$ cat src/hdl/m4i_pkg.sv
// shared constants, operand tables and status type for the 4x4 matrix inverse
`timescale 1ns / 1ps
`default_nettype none
package m4i_pkg;

	localparam int DATA_WIDTH_DEF = 32;
	localparam int FRAC_BITS_DEF  = 16;

	localparam int NUM_PROD  = 24;
	localparam int NUM_TERMS = 6;
	localparam logic [5:0] COF_BASE = 6'd32;

	// two store indices per pairwise product
	localparam logic [7:0] PROD_SRC [NUM_PROD] = '{
		{4'd10, 4'd15}, {4'd14, 4'd11}, {4'd6, 4'd15}, {4'd14, 4'd7},
		{4'd6, 4'd11}, {4'd10, 4'd7}, {4'd2, 4'd15}, {4'd14, 4'd3},
		{4'd2, 4'd11}, {4'd10, 4'd3}, {4'd2, 4'd7}, {4'd6, 4'd3},
		{4'd8, 4'd13}, {4'd12, 4'd9}, {4'd4, 4'd13}, {4'd12, 4'd5},
		{4'd4, 4'd9}, {4'd8, 4'd5}, {4'd0, 4'd13}, {4'd12, 4'd1},
		{4'd0, 4'd9}, {4'd8, 4'd1}, {4'd0, 4'd5}, {4'd4, 4'd1}
	};

	// product index and store index; first three added, last three subtracted
	localparam logic [8:0] COF_SRC [16][NUM_TERMS] = '{
		'{{5'd0, 4'd5}, {5'd3, 4'd9}, {5'd4, 4'd13}, {5'd1, 4'd5}, {5'd2, 4'd9}, {5'd5, 4'd13}},
		'{{5'd1, 4'd1}, {5'd6, 4'd9}, {5'd9, 4'd13}, {5'd0, 4'd1}, {5'd7, 4'd9}, {5'd8, 4'd13}},
		'{{5'd2, 4'd1}, {5'd7, 4'd5}, {5'd10, 4'd13}, {5'd3, 4'd1}, {5'd6, 4'd5}, {5'd11, 4'd13}},
		'{{5'd5, 4'd1}, {5'd8, 4'd5}, {5'd11, 4'd9}, {5'd4, 4'd1}, {5'd9, 4'd5}, {5'd10, 4'd9}},
		'{{5'd1, 4'd4}, {5'd2, 4'd8}, {5'd5, 4'd12}, {5'd0, 4'd4}, {5'd3, 4'd8}, {5'd4, 4'd12}},
		'{{5'd0, 4'd0}, {5'd7, 4'd8}, {5'd8, 4'd12}, {5'd1, 4'd0}, {5'd6, 4'd8}, {5'd9, 4'd12}},
		'{{5'd3, 4'd0}, {5'd6, 4'd4}, {5'd11, 4'd12}, {5'd2, 4'd0}, {5'd7, 4'd4}, {5'd10, 4'd12}},
		'{{5'd4, 4'd0}, {5'd9, 4'd4}, {5'd10, 4'd8}, {5'd5, 4'd0}, {5'd8, 4'd4}, {5'd11, 4'd8}},
		'{{5'd12, 4'd7}, {5'd15, 4'd11}, {5'd16, 4'd15}, {5'd13, 4'd7}, {5'd14, 4'd11},
			{5'd17, 4'd15}},
		'{{5'd13, 4'd3}, {5'd18, 4'd11}, {5'd21, 4'd15}, {5'd12, 4'd3}, {5'd19, 4'd11},
			{5'd20, 4'd15}},
		'{{5'd14, 4'd3}, {5'd19, 4'd7}, {5'd22, 4'd15}, {5'd15, 4'd3}, {5'd18, 4'd7},
			{5'd23, 4'd15}},
		'{{5'd17, 4'd3}, {5'd20, 4'd7}, {5'd23, 4'd11}, {5'd16, 4'd3}, {5'd21, 4'd7},
			{5'd22, 4'd11}},
		'{{5'd14, 4'd10}, {5'd17, 4'd14}, {5'd13, 4'd6}, {5'd16, 4'd14}, {5'd12, 4'd6},
			{5'd15, 4'd10}},
		'{{5'd20, 4'd14}, {5'd12, 4'd2}, {5'd19, 4'd10}, {5'd18, 4'd10}, {5'd21, 4'd14},
			{5'd13, 4'd2}},
		'{{5'd18, 4'd6}, {5'd23, 4'd14}, {5'd15, 4'd2}, {5'd22, 4'd14}, {5'd14, 4'd2},
			{5'd19, 4'd6}},
		'{{5'd22, 4'd10}, {5'd16, 4'd2}, {5'd21, 4'd6}, {5'd20, 4'd6}, {5'd23, 4'd10},
			{5'd17, 4'd2}}
	};

	typedef struct packed {
		logic done;
		logic sat;
	} m4i_stat_t;

endpackage
`default_nettype wire

$ cat src/hdl/matrix4_inverse_top.sv
// 4x4 fixed-point matrix inverse: element store, scratch memory and sequencer
//
// channel  direction  handshake              payload
// in       request    in_valid / in_ready    elem_row elem_col elem_value compute_now
// out      request    out_valid / out_ready  out_row out_col inv_value singular saturated
//                                            last_elem
//
// a final request runs up to 140 serial multiplies on the shared multiplier: 24 products,
// 96 cofactor terms, 4 determinant terms and, for a non-singular matrix, 16 scalings,
// plus one reciprocal in the divider
// each scaled result is computed only after the previous one is taken; a singular matrix
// gives one zero result per cycle while out_ready is high; every result waits for out_ready
// no request is taken until the sixteenth result is taken
// reset clears the sequencer and the multiplier and divider control; the element store holds nothing until written
`timescale 1ns / 1ps
`default_nettype none
module matrix4_inverse_top import m4i_pkg::*; #(
	parameter int DATA_WIDTH = DATA_WIDTH_DEF,
	parameter int FRAC_BITS  = FRAC_BITS_DEF
) (
	input  wire logic               clk,
	input  wire logic               arst_n,
	input  wire logic               in_valid,
	output logic                    in_ready,
	input  wire logic [1:0]         elem_row,
	input  wire logic [1:0]         elem_col,
	input  wire logic signed [31:0] elem_value,
	input  wire logic               compute_now,
	output logic                    out_valid,
	input  wire logic               out_ready,
	output logic [1:0]              out_row,
	output logic [1:0]              out_col,
	output logic signed [31:0]      inv_value,
	output logic                    singular,
	output logic                    saturated,
	output logic                    last_elem
);

	localparam int DW = DATA_WIDTH;
	localparam int SW = DW + 1;
	localparam logic signed [64:0] FX_MAX = (65'sd1 <<< (DW - 1)) - 65'sd1;
	localparam logic signed [64:0] FX_MIN = -FX_MAX - 65'sd1;
	localparam logic signed [64:0] O_MAX  = 65'sd2147483647;
	localparam logic signed [64:0] O_MIN  = -65'sd2147483648;

	typedef enum logic [2:0] {S_IDLE, S_RDA, S_LDA, S_LDB, S_MUL, S_DIV, S_OUT} state_t;
	typedef enum logic [1:0] {PH_PROD, PH_COF, PH_DET, PH_SCALE} phase_t;

	function automatic logic [DW:0] fx_add(input logic signed [DW-1:0] x,
		input logic signed [DW-1:0] y);
		logic signed [DW:0] s;
		s = {x[DW-1], x} + {y[DW-1], y};
		if (s[DW] != s[DW-1]) fx_add = {1'b1, s[DW], {(DW-1){~s[DW]}}};
		else fx_add = {1'b0, s[DW-1:0]};
	endfunction

	function automatic logic [DW:0] fx_sub(input logic signed [DW-1:0] x,
		input logic signed [DW-1:0] y);
		logic signed [DW:0] s;
		s = {x[DW-1], x} - {y[DW-1], y};
		if (s[DW] != s[DW-1]) fx_sub = {1'b1, s[DW], {(DW-1){~s[DW]}}};
		else fx_sub = {1'b0, s[DW-1:0]};
	endfunction

	state_t state_q;
	phase_t ph_q;
	logic [4:0] idx_q;
	logic [2:0] sub_q;
	logic signed [DW-1:0] a_q, pos_q, neg_q, det_q, rcp_q;
	logic fl_q, csat_q, common_q, sing_q;

	logic          m_we;
	logic [3:0]    m_raddr;
	logic [DW-1:0] m_wdata, m_rdata;
	logic          s_we;
	logic [5:0]    s_waddr, s_raddr;
	logic [SW-1:0] s_wdata, s_rdata;

	logic                 mul_start, div_start;
	logic signed [DW-1:0] mul_a, mul_b, term, div_res;
	m4i_stat_t            mul_stat, div_stat;

	logic [7:0]  psrc;
	logic [8:0]  csrc;
	logic signed [64:0] v65, r65;
	logic signed [DW-1:0] add_lhs;
	logic [DW:0] add_r, sub_r, nv;
	logic        first;
	logic signed [31:0] r32;
	logic        rsat;

	m4i_ram #(.WIDTH(DW), .DEPTH(16)) u_mat (
		.clk, .we(m_we), .waddr({elem_row, elem_col}), .wdata(m_wdata),
		.raddr(m_raddr), .rdata(m_rdata)
	);

	m4i_ram #(.WIDTH(SW), .DEPTH(64)) u_scr (
		.clk, .we(s_we), .waddr(s_waddr), .wdata(s_wdata),
		.raddr(s_raddr), .rdata(s_rdata)
	);

	m4i_mul #(.DW(DW), .FB(FRAC_BITS)) u_mul (
		.clk, .arst_n, .start(mul_start), .a(mul_a), .b(mul_b),
		.result(term), .stat(mul_stat)
	);

	m4i_div #(.DW(DW), .FB(FRAC_BITS)) u_div (
		.clk, .arst_n, .start(div_start), .den(nv[DW-1:0]),
		.result(div_res), .stat(div_stat)
	);

	assign in_ready = (state_q == S_IDLE);
	assign m_we     = in_valid && in_ready;

	always_comb begin
		v65 = 65'(elem_value);
		if (v65 > FX_MAX) m_wdata = FX_MAX[DW-1:0];
		else if (v65 < FX_MIN) m_wdata = FX_MIN[DW-1:0];
		else m_wdata = v65[DW-1:0];
	end

	// operand addressing
	always_comb begin
		psrc    = PROD_SRC[idx_q];
		csrc    = COF_SRC[idx_q[3:0]][sub_q];
		m_raddr = psrc[7:4];
		s_raddr = COF_BASE + 6'(idx_q[3:0]);
		unique case (ph_q)
			PH_PROD: m_raddr = (state_q == S_LDA) ? psrc[3:0] : psrc[7:4];
			PH_COF: begin
				m_raddr = csrc[3:0];
				s_raddr = 6'(csrc[8:4]);
			end
			PH_DET: m_raddr = {idx_q[1:0], 2'b00};
			PH_SCALE: m_raddr = psrc[7:4];
			default: m_raddr = psrc[7:4];
		endcase
	end

	always_comb begin
		mul_start = 1'b0;
		mul_a     = a_q;
		mul_b     = m_rdata;
		if (state_q == S_LDA) begin
			unique case (ph_q)
				PH_COF: begin
					mul_start = 1'b1;
					mul_a     = s_rdata[DW-1:0];
				end
				PH_DET: begin
					mul_start = 1'b1;
					mul_a     = m_rdata;
					mul_b     = s_rdata[DW-1:0];
				end
				PH_SCALE: begin
					mul_start = 1'b1;
					mul_a     = s_rdata[DW-1:0];
					mul_b     = rcp_q;
				end
				default: mul_start = 1'b0;
			endcase
		end else if (state_q == S_LDB) begin
			mul_start = 1'b1;
		end
	end

	// accumulate and result shaping
	always_comb begin
		add_lhs = (ph_q == PH_DET) ? det_q : ((sub_q < 3'd3) ? pos_q : neg_q);
		first   = (ph_q == PH_DET) ? (idx_q == 5'd0) : (sub_q == 3'd0 || sub_q == 3'd3);
		add_r   = fx_add(add_lhs, term);
		nv      = first ? {1'b0, term} : add_r;
		sub_r   = fx_sub(pos_q, nv[DW-1:0]);
		r65     = 65'(term);
		rsat    = 1'b1;
		if (r65 > O_MAX) r32 = 32'sh7fffffff;
		else if (r65 < O_MIN) r32 = 32'sh80000000;
		else begin
			r32  = r65[31:0];
			rsat = 1'b0;
		end
	end

	assign s_we      = (state_q == S_MUL) && mul_stat.done &&
		(ph_q == PH_PROD || (ph_q == PH_COF && sub_q == 3'd5));
	assign s_waddr   = (ph_q == PH_PROD) ? 6'(idx_q) : COF_BASE + 6'(idx_q[3:0]);
	assign s_wdata   = (ph_q == PH_PROD) ? {mul_stat.sat, term} :
		{csat_q | fl_q | mul_stat.sat | nv[DW] | sub_r[DW], sub_r[DW-1:0]};
	assign div_start = (state_q == S_MUL) && mul_stat.done && ph_q == PH_DET &&
		idx_q == 5'd3 && nv[DW-1:0] != '0;

	always_ff @(posedge clk or negedge arst_n) begin
		if (!arst_n) begin
			state_q   <= S_IDLE;
			ph_q      <= PH_PROD;
			idx_q     <= '0;
			sub_q     <= '0;
			sing_q    <= 1'b0;
			common_q  <= 1'b0;
			out_valid <= 1'b0;
		end else begin
			unique case (state_q)
				S_IDLE: begin
					if (in_valid && compute_now) begin
						state_q  <= S_RDA;
						ph_q     <= PH_PROD;
						idx_q    <= '0;
						sub_q    <= '0;
						common_q <= 1'b0;
						sing_q   <= 1'b0;
					end
				end
				S_RDA: state_q <= S_LDA;
				S_LDA: begin
					a_q     <= m_rdata;
					fl_q    <= s_rdata[DW];
					state_q <= (ph_q == PH_PROD) ? S_LDB : S_MUL;
				end
				S_LDB: state_q <= S_MUL;
				S_MUL: begin
					if (mul_stat.done) begin
						state_q <= S_RDA;
						unique case (ph_q)
							PH_PROD: begin
								idx_q <= idx_q + 5'd1;
								if (idx_q == 5'(NUM_PROD - 1)) begin
									ph_q  <= PH_COF;
									idx_q <= '0;
								end
							end
							PH_COF: begin
								csat_q <= ((sub_q == 3'd0) ? 1'b0 : csat_q) | fl_q |
									mul_stat.sat | nv[DW];
								if (sub_q < 3'd3) pos_q <= nv[DW-1:0];
								else neg_q <= nv[DW-1:0];
								sub_q <= sub_q + 3'd1;
								if (sub_q == 3'd5) begin
									sub_q <= '0;
									if (idx_q < 5'd4) begin
										common_q <= common_q | s_wdata[DW];
									end
									idx_q <= idx_q + 5'd1;
									if (idx_q == 5'd15) begin
										ph_q  <= PH_DET;
										idx_q <= '0;
									end
								end
							end
							PH_DET: begin
								det_q    <= nv[DW-1:0];
								common_q <= common_q | mul_stat.sat | nv[DW];
								idx_q    <= idx_q + 5'd1;
								if (idx_q == 5'd3) begin
									idx_q <= '0;
									ph_q  <= PH_SCALE;
									if (nv[DW-1:0] == '0) begin
										sing_q    <= 1'b1;
										state_q   <= S_OUT;
										out_valid <= 1'b1;
										out_row   <= 2'd0;
										out_col   <= 2'd0;
										inv_value <= '0;
										singular  <= 1'b1;
										saturated <= 1'b0;
										last_elem <= 1'b0;
									end else begin
										state_q <= S_DIV;
									end
								end
							end
							PH_SCALE: begin
								state_q   <= S_OUT;
								out_valid <= 1'b1;
								out_row   <= idx_q[3:2];
								out_col   <= idx_q[1:0];
								inv_value <= r32;
								singular  <= 1'b0;
								saturated <= fl_q | common_q | mul_stat.sat | rsat;
								last_elem <= (idx_q == 5'd15);
							end
							default: state_q <= S_IDLE;
						endcase
					end
				end
				S_DIV: begin
					if (div_stat.done) begin
						rcp_q    <= div_res;
						common_q <= common_q | div_stat.sat;
						state_q  <= S_RDA;
					end
				end
				S_OUT: begin
					if (out_ready) begin
						out_valid <= 1'b0;
						if (idx_q == 5'd15) begin
							state_q <= S_IDLE;
						end else begin
							idx_q <= idx_q + 5'd1;
							if (sing_q) begin
								out_valid <= 1'b1;
								out_row   <= 2'(5'(idx_q + 5'd1) >> 2);
								out_col   <= 2'(idx_q + 5'd1);
								last_elem <= (idx_q == 5'd14);
							end else begin
								state_q <= S_RDA;
							end
						end
					end
				end
				default: state_q <= S_IDLE;
			endcase
		end
	end

`ifndef NO_ASSERTIONS
	a_sing_zero: assert property (@(posedge clk) disable iff (!arst_n)
		out_valid && singular |-> inv_value == 32'sd0 && !saturated)
		else $error("singular result not zero");
	a_no_overlap: assert property (@(posedge clk) disable iff (!arst_n)
		in_ready |-> !out_valid)
		else $error("input taken while result pending");
	a_last_idle: assert property (@(posedge clk) disable iff (!arst_n)
		out_valid && out_ready && last_elem |=> in_ready)
		else $error("not idle after last result");
	a_mul_free: assert property (@(posedge clk) disable iff (!arst_n)
		mul_start |-> state_q == S_LDA || state_q == S_LDB)
		else $error("multiplier started out of sequence");
`endif

endmodule
`default_nettype wire

$ cat src/hdl/m4i_ram.sv
// generic single-write, single-read ram with registered read data
`timescale 1ns / 1ps
`default_nettype none
module m4i_ram #(
	parameter int WIDTH = 32,
	parameter int DEPTH = 16,
	parameter int AW    = $clog2(DEPTH)
) (
	input  wire logic             clk,
	input  wire logic             we,
	input  wire logic [AW-1:0]    waddr,
	input  wire logic [WIDTH-1:0] wdata,
	input  wire logic [AW-1:0]    raddr,
	output logic      [WIDTH-1:0] rdata
);

	logic [WIDTH-1:0] mem [DEPTH];

	always_ff @(posedge clk) begin
		if (we) begin
			mem[waddr] <= wdata;
		end
		rdata <= mem[raddr];
	end

endmodule
`default_nettype wire

$ cat src/hdl/m4i_mul.sv
// serial shift-add fixed-point multiplier with rounding and saturation
`timescale 1ns / 1ps
`default_nettype none
module m4i_mul import m4i_pkg::*; #(
	parameter int DW = DATA_WIDTH_DEF,
	parameter int FB = FRAC_BITS_DEF
) (
	input  wire logic                 clk,
	input  wire logic                 arst_n,
	input  wire logic                 start,
	input  wire logic signed [DW-1:0] a,
	input  wire logic signed [DW-1:0] b,
	output logic signed      [DW-1:0] result,
	output m4i_stat_t                 stat
);

	localparam int PW = 2 * DW;
	localparam int CW = $clog2(DW);

	logic          busy_q, fin_q, done_q, sat_q, neg_q;
	logic [CW-1:0] cnt_q;
	logic [PW-1:0] acc_q, mc_q;
	logic [DW-1:0] mp_q;
	logic signed [DW-1:0] res_q;

	logic [DW-1:0] ua, ub, lim, mag;
	logic [PW:0]   rnd, quo;
	logic          ovf;

	assign ua = a[DW-1] ? DW'(-a) : DW'(a);
	assign ub = b[DW-1] ? DW'(-b) : DW'(b);

	always_comb begin
		rnd = {1'b0, acc_q} + ((PW+1)'(1) << (FB - 1));
		quo = rnd >> FB;
		lim = neg_q ? {1'b1, {(DW-1){1'b0}}} : {1'b0, {(DW-1){1'b1}}};
		ovf = quo > (PW+1)'(lim);
		mag = ovf ? lim : quo[DW-1:0];
	end

	always_ff @(posedge clk or negedge arst_n) begin
		if (!arst_n) begin
			busy_q <= 1'b0;
			fin_q  <= 1'b0;
			done_q <= 1'b0;
		end else begin
			done_q <= 1'b0;
			if (start) begin
				busy_q <= 1'b1;
				neg_q  <= a[DW-1] ^ b[DW-1];
				acc_q  <= '0;
				mc_q   <= PW'(ua);
				mp_q   <= ub;
				cnt_q  <= '0;
			end else if (busy_q) begin
				if (mp_q[0]) begin
					acc_q <= acc_q + mc_q;
				end
				mc_q  <= mc_q << 1;
				mp_q  <= mp_q >> 1;
				cnt_q <= cnt_q + CW'(1);
				if (cnt_q == CW'(DW - 1)) begin
					busy_q <= 1'b0;
					fin_q  <= 1'b1;
				end
			end else if (fin_q) begin
				fin_q  <= 1'b0;
				done_q <= 1'b1;
				sat_q  <= ovf;
				res_q  <= neg_q ? -$signed(mag) : $signed(mag);
			end
		end
	end

	assign result    = res_q;
	assign stat.done = done_q;
	assign stat.sat  = sat_q;

endmodule
`default_nettype wire

$ cat src/hdl/m4i_div.sv
// restoring divider forming the rounded fixed-point reciprocal
`timescale 1ns / 1ps
`default_nettype none
module m4i_div import m4i_pkg::*; #(
	parameter int DW = DATA_WIDTH_DEF,
	parameter int FB = FRAC_BITS_DEF
) (
	input  wire logic                 clk,
	input  wire logic                 arst_n,
	input  wire logic                 start,
	input  wire logic signed [DW-1:0] den,
	output logic signed      [DW-1:0] result,
	output m4i_stat_t                 stat
);

	localparam int NW = ((2 * FB > DW) ? 2 * FB : DW) + 1;
	localparam int CW = $clog2(NW);

	logic          busy_q, fin_q, done_q, sat_q, neg_q;
	logic [CW-1:0] cnt_q;
	logic [DW-1:0] ud_q;
	logic [DW-1:0] rem_q;
	logic [NW-1:0] num_q, quo_q;
	logic signed [DW-1:0] res_q;

	logic [DW-1:0] ud, lim, mag;
	logic [DW:0]   trial;
	logic          ge, ovf;

	assign ud = den[DW-1] ? DW'(-den) : DW'(den);

	always_comb begin
		trial = {rem_q, num_q[NW-1]};
		ge    = trial >= {1'b0, ud_q};
		lim   = neg_q ? {1'b1, {(DW-1){1'b0}}} : {1'b0, {(DW-1){1'b1}}};
		ovf   = quo_q > NW'(lim);
		mag   = ovf ? lim : quo_q[DW-1:0];
	end

	always_ff @(posedge clk or negedge arst_n) begin
		if (!arst_n) begin
			busy_q <= 1'b0;
			fin_q  <= 1'b0;
			done_q <= 1'b0;
		end else begin
			done_q <= 1'b0;
			if (start) begin
				busy_q <= 1'b1;
				neg_q  <= den[DW-1];
				ud_q   <= ud;
				rem_q  <= '0;
				quo_q  <= '0;
				num_q  <= (NW'(1) << (2 * FB)) + NW'(ud >> 1);
				cnt_q  <= '0;
			end else if (busy_q) begin
				rem_q <= DW'(ge ? trial - {1'b0, ud_q} : trial);
				quo_q <= {quo_q[NW-2:0], ge};
				num_q <= num_q << 1;
				cnt_q <= cnt_q + CW'(1);
				if (cnt_q == CW'(NW - 1)) begin
					busy_q <= 1'b0;
					fin_q  <= 1'b1;
				end
			end else if (fin_q) begin
				fin_q  <= 1'b0;
				done_q <= 1'b1;
				sat_q  <= ovf;
				res_q  <= neg_q ? -$signed(mag) : $signed(mag);
			end
		end
	end

	assign result    = res_q;
	assign stat.done = done_q;
	assign stat.sat  = sat_q;

endmodule
`default_nettype wire

$ cat config.mk
export PLATFORM = sky130hd
export DESIGN_NAME = matrix4_inverse_top
export DESIGN_NICKNAME = d
export VERILOG_FILES = /design/src/hdl/m4i_pkg.sv /design/src/hdl/matrix4_inverse_top.sv /design/src/hdl/m4i_ram.sv /design/src/hdl/m4i_mul.sv /design/src/hdl/m4i_div.sv
export SDC_FILE = /design/constraint.sdc
export NUM_CORES = 2
export LEC_CHECK = 0
export ABC_CLOCK_PERIOD_IN_PS = 17100
export BUFFER_PORTS_ARGS = -buffer_cell sky130_fd_sc_hd__buf_2
export CORE_AREA = 2 2 514 516
export CTS_CLUSTER_SIZE = 14
export DETAILED_ROUTE_END_ITERATION = 8
export DIE_AREA = 0 0 516 518
export PLACE_DENSITY = 0.63
export SYNTH_ARGS = -nofsm -noshare
export SYNTH_HDL_FRONTEND = slang
export SYNTH_SLANG_ARGS = --single-unit
$ cat constraint.sdc
create_clock -name clk -period 17.1 [get_ports clk]
set_input_delay 3.42 -clock clk [delete_from_list [all_inputs] [get_ports clk]]
set_output_delay 3.42 -clock clk [all_outputs]
set_load 0.1 [all_outputs]
==> out/metrics.yaml <==
sta:
  hold_violations: 0
  post-route-min-period_ns: 11.22
  rsz0062_at_grt: "no"
  slew_headroom_pct: -0.8061
  period_share_pct: 65.61
  fmax_ghz: 0.08913
  finClkSkew_ns: 0.09130
  setup_tns_ns: 0
  worst_slew_pin_slew_ns: 1.483
  drv_slew: 1
  layout_setup_ws_ns: 5.881
  setup_violations: 0
place:
  dpl_cell_area_mm2: 0.1304
  io_buffer_count: 81
  place.gp.congestion: 0.9384
  dp.final_hpwl_um: 210000
  dpl.cell_count: 12058
  dp_slack_ns: 6.164
global_routing:
  grt_max_degree: 212
  grt_overflow_total: 0
  grt_pass1_wl_um: 522300
  first_global_vias: 74958
  grt_antenna_before_repair: 30
  grt_use_total_pct: 26.71
worst_setup_path:
  critical_path_class: "reg2reg"
  critPathMaxFanout: 48
  crit_required_ns: 17.64
  end_kind: "register"
  r2r-start: "sub_q[1]"
  worstPathArrival_ns: 11.76
  worstRegToRegCells: 32
  r2r_end: "u_scr.mem[6][15]"
  ff2ff_setup_slack_ns: 5.88
  slowest_stage: "o31ai_2"
  cp_common_cell: "buf_4"
  worstSetupStartpointType: "register"
  slowest_delay_ns: 0.79
cts:
  cts_setup_buffers: 0
  clk_latency_ns: 0.91
  root_buffer: "clkbuf_16"
  cts_max_level: 5
  cts_buffers: 296
  cts_hold_buf: 0
  clk_transition_reported_paths_ns: 0.07
  clk_path_buf_depth: 4
  clock_sinks: 2753
  cts_tree: "yes"
  post_cts_resized: 0
route:
  avgRoutedWirePerCell_um: 28.96
  first_iter_violations: 9504
  ant_nets: 0
  vias_per_cell: 6.267
  routed_wl_um: 365300
  first_pass_iters: 6
  drc_errors: 0
  dr_total_vias: 79063
finish:
  final_design_area_no_fill_mm2: 0.1400
  postLayoutCoreUtil_pct: 53.54
  final_common_cell: "edfxtp_1"
  layout_common_cells: "edfxtp_1, nand2_1, a21oi_1, nor2_1, mux4_2"
  fill_cells: 21235
  areaGrowthSynthToFinish_pct: 11.88
  layout.nets: 9148
  instances_no_fill: 12615
  drive_gt1_share_pct: 14.49
floorplan:
  chipWidth_um: 516
  rows: 188
  dieArea_mm2: 0.2673
  pin_count: 82
  start_util_pct: 47.85
  die_y_um: 518
  core_region_area_mm2: 0.2616
yosys:
  ys.flop_type: "edfxtp_1"
  yosys.area_share.xor_xnor_pct: 1.763
  syn_inst: 8811
  yosysWarnings: 0
  synth_edf_count: 2666
  netlist_area_mm2: 0.1252
  synth_top_family_by_area: "compound AO/OA/AOI/OAI gates"
  synth_seq_cells: 2753
  synth_adder_area_share_pct: 2.747
  synth.distinct_cells: 106
  synth_area_leaders: "edfxtp_1, mux4_2, ha_1"
  ys_seq_area_share_pct: 65.44
  muxShareOfSynthArea_pct: 9.645
  yosys.area_share.simple_pct: 7.782
  synth_top_area_share_pct: 63.96
  syn-num-nets: 9118
  synthArstFlopShare_pct: 0.7991
  syn_area_per_cell_um2: 14.21
  synth_compound_area_share_pct: 10.36
  synth_largest_area_cell: "edfxtp_1"
power:
  power.switching_uw: 10950
  p_int_uw: 17090
  powerDensity_mw_per_mm2: 200.2
  leakage_uw: 0.04799
  switching_share_pct: 39.05
  p_clk_share_pct: 22.8
  seqPwrFrac_pct: 34.6
  ir_drop_mv: 0.2689
  power.share.combinational_pct: 42.6
hold_path:
  min_path_type: "reg2reg"
  hold_start: "u_div.result[19]"
  hold_depth: 0
  holdPathEnd: "rcp_q[19]"
run_status:
  violations: "max-capacitance violations, max-slew violations"
  status: "finished, violations left"
flow_run:
  drv_cap: 1
==> state kept, by name, indices dropped and copies added, names as in the netlist, 33 cells and up <==
signal       cells
u_div.num_q     33
u_mul.acc_q     64
u_scr.mem     1584
u_scr.rdata     33
u_mat.mem      512
u_mul.mc_q      64
u_div.quo_q     33
==> kinds of logic (layout without fill, tap and decap cells) <==
group | Yosys count | count (layout)
flops | 2753 | 2753
simple gates | 2084 | 2084
compound gates | 2006 | 2006
buf+inv | 742 | 998
mux | 700 | 700
fa+ha+maj | 274 | 274
xor+xnor | 252 | 252
other cells | 0 | 33
==> area by class of cell <==
class / instances / area (um^2) / share of cell area [%]
sequential: 2753 / 81920 / 58.50
multi-input combinational: 5316 / 41360 / 29.54
clock buffer: 383 / 8056 / 5.753
tap: 3515 / 4398 / 3.141
timing repair buffer: 270 / 1922 / 1.372
clock inverter: 141 / 1536 / 1.097
inverter: 204 / 765.7 / 0.5468
antenna: 33 / 82.58 / 0.05897
==> cells in the mapped netlist, types with 123 or more instances <==
cell type     n
nand3_1     162
o21ai_0     379
ha_1        262
mux4_2      397
and2_1      175
nor3_1      128
a21oi_1     561
a211oi_1    332
nand2_1     721
clkbuf_1    440
nor2_1      522
inv_1       200
edfxtp_1   2666
a21o_1      123
xnor2_1     156
mux2i_1     233
==> power by group through the flow <==
stage               logic (uW)  registers (uW)  clock network, uW
floorplan                 8010            9700                  0
global placement         11600            9810                  0
detailed placement       11800            9820                  0
CTS                      11900            9690               6490
global route             12900            9740               6740
finish                   11900            9690               6410
==> how the worst max path moves through the flow <==
stage / from / end / slack [ns] / cells past startpoint
floorplan: ph_q[0] / u_scr.mem[0][12] / 5.05 / 41
global placement: sub_q[1] / u_scr.mem[4][15] / 6.44 / 32
detailed placement: sub_q[1] / u_scr.mem[12][15] / 6.16 / 32
CTS: sub_q[1] / u_scr.mem[26][15] / 6.14 / 32
global route: sub_q[1] / u_scr.mem[10][15] / 5.34 / 32
finish: sub_q[1] / u_scr.mem[6][15] / 5.88 / 32
==> layer usage <==
layer	vias to the layer above	global-route usage, %	share of wire [%]
met2	3537	41.82	46
met5	-	0	0.027
li1	34402	-	-
met4	16	8.907	3.5
met1	40484	38.08	41
met3	624	4.398	8.7
==> metrics by stage <==
| stage | total power (uW) | hold WS [ns] |
|---|---|---|
| floorplan | 17710 | 0.3855 |
| global route | 29360 | 0.4260 |
| detailed placement | 21650 | 0.4051 |
| CTS | 28050 | 0.4134 |
| finish | 28040 | 0.4100 |
| global placement | 21440 | 0.4032 |
==> critical path: cells and delay by family (launching register included) <==
family | cells | cell delay [ns]
flip-flops | 1 | 0.63
AO/OA/AOI/OAI | 12 | 3.87
adder cells (fa/ha/maj) | 3 | 1.21
buffers and inverters | 4 | 1.48
multiplexers | 1 | 0.26
AND/OR/NAND/NOR | 12 | 3.29
(Power assumes the default switching activity.)
